**config.mk**
```make
export PLATFORM = sky130hd
export DESIGN_NAME = dtpq_cell
export DESIGN_NICKNAME = d
export VERILOG_FILES = /design/src/dtpq_pkg.sv /design/src/dtpq_cell.sv
export SDC_FILE = /design/constraint.sdc
export NUM_CORES = 1
export LEC_CHECK = 0
export ABC_AREA = 1
export BUFFER_PORTS_ARGS = -buffer_cell sky130_fd_sc_hd__buf_2
export CAP_MARGIN = 30
export CORE_ASPECT_RATIO = 1.4
export CORE_MARGIN = 1.5
export CORE_UTILIZATION = 30
export DETAILED_ROUTE_END_ITERATION = 12
export MAX_ROUTING_LAYER = met4
export PLACE_DENSITY = 0.59
export SLEW_MARGIN = 10
export SYNTH_ARGS = -nofsm -noshare
export SYNTH_HDL_FRONTEND = slang
export SYNTH_SLANG_ARGS = --single-unit
```
**constraint.sdc**
```tcl
create_clock -name clk -period 17.4 [get_ports clk]
set_clock_uncertainty 0.15 [all_clocks]
set_input_delay 3.48 -clock clk [delete_from_list [all_inputs] [get_ports clk]]
set_output_delay 3.48 -clock clk [all_outputs]
set_load 0.005 [all_outputs]
```
**src/dtpq_pkg.sv**
```systemverilog
// dtpq_pkg: types, codes and key compare for the deadline timer queue
// no dependencies; imported by dtpq_cell and the core top level
`timescale 1ns / 1ps

package dtpq_pkg;

    // fixed field widths
    localparam int TIME_W  = 48;
    localparam int DELAY_W = 32;
    localparam int TAG_W   = 16;
    localparam int ORDER_W = 32;
    localparam int COUNT_W = 7;

    // most expired words given by one advance
    localparam int MAX_OUT = 64;
    localparam int POP_W   = $clog2(MAX_OUT + 1);

    // operation codes of an input word
    localparam logic [1:0] OP_SCHEDULE = 2'd0;
    localparam logic [1:0] OP_ADVANCE  = 2'd1;
    localparam logic [1:0] OP_CANCEL   = 2'd2;

    // result kinds
    localparam logic [1:0] KIND_SCHEDULED = 2'd0;
    localparam logic [1:0] KIND_EXPIRED   = 2'd1;
    localparam logic [1:0] KIND_NONE_DUE  = 2'd2;
    localparam logic [1:0] KIND_CANCELLED = 2'd3;

    // cell commands
    localparam int CELL_OP_W = 2;
    localparam logic [CELL_OP_W-1:0] CELL_HOLD    = 2'd0;
    localparam logic [CELL_OP_W-1:0] CELL_INSERT  = 2'd1;
    localparam logic [CELL_OP_W-1:0] CELL_SHIFT   = 2'd2;
    localparam logic [CELL_OP_W-1:0] CELL_COMPACT = 2'd3;

    typedef struct packed {
        logic [TIME_W-1:0]  deadline;
        logic [ORDER_W-1:0] order;
        logic [TAG_W-1:0]   tag;
    } key_t;

    typedef struct packed {
        logic valid;
        key_t key;
    } entry_t;

    // command broadcast to every cell of the chain
    typedef struct packed {
        logic [CELL_OP_W-1:0] op;
        entry_t               key;
    } cell_cmd_t;

    localparam entry_t ENTRY_EMPTY = '{valid: 1'b0, key: '0};
    // stands left of the first cell: always occupied
    localparam entry_t ENTRY_EDGE  = '{valid: 1'b1, key: '0};

    // earlier deadline first, then lower order number
    function automatic logic key_less(key_t a, key_t b);
        key_less = {a.deadline, a.order} < {b.deadline, b.order};
    endfunction

endpackage

```
**src/dtpq_cell.sv**
```systemverilog
// dtpq_cell: one slot of the sorted timer chain
// depends on dtpq_pkg; instantiated in a row by the core top level
`timescale 1ns / 1ps

module dtpq_cell
    import dtpq_pkg::*;
(
    input  logic      clk,
    input  logic      rst_n,
    input  cell_cmd_t cmd,
    input  entry_t    left_entry,
    input  logic      left_gt,
    input  entry_t    right_entry,
    output entry_t    entry,
    output logic      gt
);

    logic   valid_reg;
    key_t   key_reg;
    entry_t entry_next;

    assign entry = '{valid: valid_reg, key: key_reg};

    // new key belongs ahead of this slot
    assign gt = !valid_reg || key_less(cmd.key.key, key_reg);

    // next slot contents
    always_comb
    begin
        unique case (cmd.op)
            CELL_HOLD:
            begin
                entry_next = entry;
            end
            CELL_INSERT:
            begin
                if (!gt)
                begin
                    entry_next = entry;
                end
                else if (left_gt)
                begin
                    entry_next = left_entry;
                end
                else
                begin
                    entry_next = cmd.key;
                end
            end
            CELL_SHIFT:
            begin
                entry_next = right_entry;
            end
            CELL_COMPACT:
            begin
                // holes move right one slot a cycle
                if (!valid_reg)
                begin
                    entry_next = right_entry;
                end
                else if (!left_entry.valid)
                begin
                    entry_next = ENTRY_EMPTY;
                end
                else
                begin
                    entry_next = entry;
                end
            end
        endcase
    end

    // occupancy flag
    always_ff @(posedge clk or negedge rst_n)
    begin
        if (!rst_n)
        begin
            valid_reg <= 1'b0;
        end
        else
        begin
            valid_reg <= entry_next.valid;
        end
    end

    // key payload
    always_ff @(posedge clk)
    begin
        key_reg <= entry_next.key;
    end

endmodule

```
==> flow_summary.yaml, run 1 <==
placement:
  place.gp.congestion: 0.858
  portBuffers: 393
  dp_hpwl_mm: 19.3
floorplan:
  initial_utilization_pct: 30.5
  die_area_um2: 24400
  fp.dieW_um: 133
  std_cell_rows: 66
  core_area_um2: 23100
  fp.dieH_um: 184
  ios: 394
critical_path:
  crit_buf_inv: 2
  crit_arrival_ps: 5030
  cpMaxStageDelayCell: "ha_1"
  worst-setup-path-type: "input port to output pin"
  reg2reg_depth: 13
  required_ps: 13770
  cp_slowest_stage_delay_ps: 310
  crit_path_end_kind: "output pin"
  endpoint: "gt"
  crit_chain: "buf_2 > ha_1 > a21oi_1 > o21ai_0 > a21oi_1 > nand2_1 > a21oi_1 > nand3_2 > nand2_1 > buf_2"
  critPathMaxFanout: 2
  rrSetupSlack_ps: 13770
  startpoint_type: "input port"
  rr_endpoint: "entry[39]"
  crit_family: "compound AO/OA/AOI/OAI gates"
  r2r-start: "entry[89]"
  crit_start: "cmd[89]"
  cp_num_cells: 10
  path_common_cell: "a21oi_1"
timing:
  finalCritPeriodShare_pct: 49.8
  slew-limit-headroom_pct: 32.5
  worst_pin_slew_ps: 1010
  rsz0062_at_grt: "false"
  maxSlewViolCount: 0
  final_hold_viol_count: 0
  fin_crit_ps: 8660
  fmax_ghz: 0.115
  finalSetupViolCount: 0
  tns_ps: 0
yosys:
  yosysTopAreaCellShare_pct: 40.9
  syn_nets: 1283
  syn-instance-count: 908
  ys_types: 25
  synth_seq_cells: 97
  netlist_area_um2: 7050
  yosysSeqAreaShare_pct: 41.3
  syn_avg_cell_area_um2: 7.76
  synth.area.top_cells: "edfxtp_1 (41%), ha_1 (14%), o21ai_0 (11%)"
  ys_warn_count: 0
  netlist.top_cell.by_area: "edfxtp_1"
detailed_routing:
  drt_iter0_drc: 368
  post_drt_via_cell_ratio: 4.66
  drc: 0
  wl_mm: 25.2
  drt_first_pass_iters: 5
  drt.antenna.violating_nets: 0
  vias: 7430
  routedWlPerCell_um: 15.8
clock_network:
  h-tree-depth: 3
  post_cts_buffers: 0
  clk_pin_slew_ps: 70
  clock_latency_ps: 350
  clk_path_buf_depth: 2
  cts.sinks: 97
  root_buffer: "clkbuf_16"
  cts_hold_buf: 0
  cts_made_buffers: 9
  cts_tree: "built"
  post_cts_resized: 0
layout:
  nets: 1652
  nFillCells: 2407
  drive_gt1_share_pct: 34.0
  synthToLayoutAreaGrowth_pct: 35.6
  most-common-layout-cells: "buf_2 (393), nand2_1 (199), o21ai_0 (160)"
  layout_commonest_cell: "buf_2"
  largest_reg_flops: 96
power_and_ir_drop:
  p_total_uw: 706
  power.density_nw_per_um2: 73.9
  ir_drop_uv: 40.1
  p_leak_nw: 4.90
global_route:
  use_met3_pct: 3.93
  grt.busiest_layer: "met2"
  grt_pass1_wl_mm: 38.3
  grt_antenna_before_repair: 7
  grt_util_met1_pct: 24.3
  grt_max_degree: 99
  grt_pass1_vias: 7175
  overflow: 0
  grt_use_met2_pct: 36.3
  grtUsageTotal_pct: 20.9
flow_run:
  drv_cap: 0
outcome:
  outcome: "completed"
worst_hold_path:
  worstHoldPathType: "flip-flop to flip-flop"
power breakdown:
| part | internal (mW) | switching, mW |
|---|---|---|
| sequential | 0.296 | 0.0140 |
| clock | 0.0947 | 0.0880 |
| combinational | 0.0904 | 0.123 |
| total | 0.481 | 0.225 |
per-layer routing:
| layer | wire length [um] | vias to the layer above | share of wire, % |
|---|---|---|---|
| met3 | 1570 | 32 | 6.2 |
| met4 | 568 | 0 | 2.3 |
| met2 | 12800 | 269 | 51 |
| li1 | - | 3765 | - |
| met1 | 10200 | 3364 | 41 |
| met5 | 0 | - | 0 |
how the worst min path moves through the flow:
stage	startpoint	to	slack, ps	depth (start not counted)
final	valid_reg	valid_reg	440	2
after global routing	valid_reg	valid_reg	460	2
after CTS	valid_reg	valid_reg	430	2
after detailed placement	valid_reg	valid_reg	420	2
after global placement	valid_reg	valid_reg	420	2
after floorplan	valid_reg	valid_reg	370	2
logic make-up (layout without fill, tap and decap cells):
group                      count (synthesis)  in the layout  share of synthesized area, %
other                                      0              6                             0
DFF                                       97             97                          41.3
adders and majority gates                 79             79                          14.0
AOI/OAI and AO/OA                        241            241                          17.5
and+or+nand+nor                          336            336                          18.8
buffers and inverters                    155            528                          8.43
cell usage after synthesis:
library cell and count:
nand2_1 199, nand3_2 2, nor2_2 8, dfrtp_1 1, o21ai_0 160, inv_2 9, o21ai_1 40, o21a_1 1
buf_4 1, a221o_1 1, a21o_1 5, a21oi_1 33, nand3_1 4, nand4_1 3, clkbuf_1 31, buf_2 7
edfxtp_1 96, ha_1 79, inv_1 105, o21bai_2 1, nor2_1 113, nand2_2 4, buf_1 2, nor3_2 1
nor3_1 2
area by class of cell:
class                      instances  area, um2  area share, %
clock buffer                      10        229           2.40
clock inverter                     5       23.8          0.249
timing repair buffer             399       2010           21.1
multi-input combinational        656       3550           37.2
inverter                         114        430           4.50
sequential                        97       2910           30.4
antenna                            6       15.0          0.157
tap                              306        383           4.01
worst reg2reg max path, delay by kind of cell, from the launching register on:
| kind | cells | cell delay, ps |
|---|---|---|
| compound gates | 4 | 680 |
| fa+ha+maj | 1 | 240 |
| buf+inv | 3 | 1250 |
| flops | 1 | 370 |
| simple gates | 5 | 480 |
per-stage QoR:
| stage | util, % | instance area [um2] | setup WS [ps] | hold slack (ps) | std cells |
|---|---|---|---|---|---|
| final | 41.3 | 9550 | 8740 | 438 | 1593 |
| after global routing | 41.3 | 9550 | 8530 | 463 | 1593 |
| after CTS | 41.3 | 9540 | 8640 | 433 | 1587 |
| after detailed placement | 40.2 | 9290 | 8670 | 416 | 1572 |
| after global placement | 40.2 | 9290 | 8660 | 417 | 1572 |
| after floorplan | - | 7050 | 8130 | 369 | 908 |
Note: power is estimated with default switching activity, not from simulation.
==> inputs of run 2 (changes only) <==
--- a/config.mk
+++ b/config.mk
@@ -5,7 +5,7 @@
 export SDC_FILE = /design/constraint.sdc
 export NUM_CORES = 1
 export LEC_CHECK = 0
-export ABC_AREA = 1
+export ABC_AREA = 0
 export BUFFER_PORTS_ARGS = -buffer_cell sky130_fd_sc_hd__buf_2
 export CAP_MARGIN = 30
 export CORE_ASPECT_RATIO = 1.4
==> constraint.sdc (replaced) <==
create_clock -name clk -period 8.2 [get_ports clk]
set_clock_uncertainty 0.15 [all_clocks]
set_input_delay 1.64 -clock clk [delete_from_list [all_inputs] [get_ports clk]]
set_output_delay 1.64 -clock clk [all_outputs]
set_load 0.005 [all_outputs]
==> flow_summary.yaml, run 2 <==
power_and_ir_drop:
  p_comb_share_pct: 31.1
  ir_drop_uv: 86.3
  p_clk_share_pct: 25.4
  p_switching_uw: 493
  internal-power_mw: 1.07
  p_sw_share_pct: 31.6
  power.density_nw_per_um2: 165
  power_frac_seq_pct: 43.4
  p_leak_nw: 4.82
  p_total_mw: 1.56
yosys:
  async_flop_share_pct: 1.03
  yosysSeqAreaShare_pct: 42.0
  synth_flop_cell: "edfxtp_1"
  ys_types: 41
  syn_avg_cell_area_um2: 9.70
  synth_edf_count: 96
  syn_nets: 1088
  yosysTopAreaCellShare_pct: 41.7
  syn-instance-count: 713
  netlist.top_cell.by_area: "edfxtp_1"
  netlist_area_um2: 6920
  synth.area.top_cells: "edfxtp_1 (42%), ha_1 (14%), mux2i_1 (14%)"
  synth_commonest_cells: "nand2_1 (118), o21ai_0 (109), mux2i_1 (98)"
  synth_seq_cells: 97
  yosysMostFrequentCell: "nand2_1"
  ys_warn_count: 0
timing:
  final_hold_viol_count: 0
  tns_ps: 0
  finalCritPeriodShare_pct: 67.7
  finalSetupViolCount: 0
  fin_crit_ps: 5550
  worst_pin_slew_ps: 892
  maxSlewViolCount: 0
  worst_slack_ps: 2650
  rsz0062_at_grt: "false"
  whs_ps: 724
  slew-limit-headroom_pct: 40.5
  fmax_ghz: 0.180
global_route:
  grt_pass1_wl_mm: 35.2
  grt_max_degree: 72
  grtUsageTotal_pct: 19.6
  grt_antenna_before_repair: 3
  overflow: 0
  grt_pass1_vias: 6628
floorplan:
  ios: 394
  fp.dieH_um: 183
  die_area_um2: 24000
  fp.dieW_um: 131
  initial_utilization_pct: 30.6
  std_cell_rows: 65
  core_area_um2: 22600
clock_network:
  clk_pin_slew_ps: 60
  clk_path_buf_depth: 2
  cts_hold_buf: 0
  post_cts_resized: 0
  cts.sinks: 97
  h-tree-depth: 3
  clock_latency_ps: 340
  cts_tree: "built"
  cts_made_buffers: 9
  root_buffer: "clkbuf_16"
  post_cts_buffers: 0
detailed_routing:
  drt.antenna.violating_nets: 0
  drt_first_pass_iters: 4
  wl_mm: 23.0
  drt_iter0_drc: 231
  drc: 0
  vias: 6528
  routedWlPerCell_um: 16.5
  post_drt_via_cell_ratio: 4.67
layout:
  largest_reg_flops: 96
  nets: 1465
  layout_commonest_cell: "buf_2"
  drive_gt1_share_pct: 38.2
  synthToLayoutAreaGrowth_pct: 37.0
  instances_no_fill: 1399
  most-common-layout-cells: "buf_2 (392), nand2_1 (118), o21ai_0 (109)"
critical_path:
  startpoint_type: "input port"
  critPathMaxFanout: 3
  crit_arrival_ps: 3760
  required_ps: 6410
  worst-setup-path-type: "input port to output pin"
  cp_slowest_stage_delay_ps: 540
  crit_chain: "buf_2 > ha_1 > and4_1 > nand4_1 > nor4_1 > and3_4 > nand2_1 > o21ai_2 > nand2_1 > buf_2"
  cpMaxStageDelayCell: "nor4_1"
  crit_path_end_kind: "output pin"
worst_hold_path:
  worstHoldPathType: "flip-flop to flip-flop"
placement:
  place.gp.congestion: 0.847
  dp.cells: 1380
  post-place-ws_ps: 2490
  portBuffers: 393
  dp_hpwl_mm: 18.4
outcome:
  outcome: "completed"
flow_run:
  drv_cap: 0
run 2: stage by stage:
stage	cell area (um2)	util, %
after floorplan	6920	-
after global placement	9200	40.7
after detailed placement	9200	40.7
after CTS	9470	41.9
after global routing	9480	41.9
final	9480	41.9
run 2: routing by layer:
layer | vias to the layer above | track usage, % | part of all wire [%]
met5 | - | - | 0
met4 | 0 | 5.51 | 1.7
met3 | 25 | 3.94 | 5.7
met2 | 263 | 37.1 | 54
met1 | 2935 | 20.4 | 38
li1 | 3305 | - | -
run 2: final timing paths:
path / startpoint / end / slack, ps / cells after the start
min: valid_reg / valid_reg / 720 / 3
max in group asynchronous: rst_n / valid_reg / 6900 / 1
max: cmd[93] / gt / 2650 / 10
min in group asynchronous: rst_n / valid_reg / 910 / 1
min reg2reg: valid_reg / valid_reg / 720 / 3
max reg2reg: entry[27] / entry[45] / 4550 / 10
run 2: kinds of logic after synthesis:
logic type	synth area share (%)
AO/OA/AOI/OAI	13.1
AND/OR/NAND/NOR	9.91
adder cells (fa/ha/maj)	14.3
flip-flops	42.0
multiplexers	14.2
buffers and inverters	6.49
run 2: layout make-up:
class,count,area (um2)
fillers,2339,13100
multi-input cells,500,3590
flip-flops and latches,97,2910
repair buffers,399,2020
well taps,301,377
inverters,83,312
clock buffers,12,236
clock inverters,4,30.0
diodes,3,7.51
run 2: power by group through the flow:
stage          registers, mW  logic [mW]  clock network, mW
2_1_floorplan          0.701       0.239                  0
3_5_place_dp           0.689       0.495                  0
6_report               0.677       0.486              0.397
4_1_cts                0.678       0.497              0.418
3_3_place_gp           0.686       0.489                  0
5_1_grt                0.687       0.552              0.433
run 2: critical path: cells and delay by family:
kind | cells | cell delay, ps
AO/OA/AOI/OAI | 1 | 200
AND/OR/NAND/NOR | 6 | 1360
adder cells (fa/ha/maj) | 1 | 290
buffers and inverters | 2 | 250
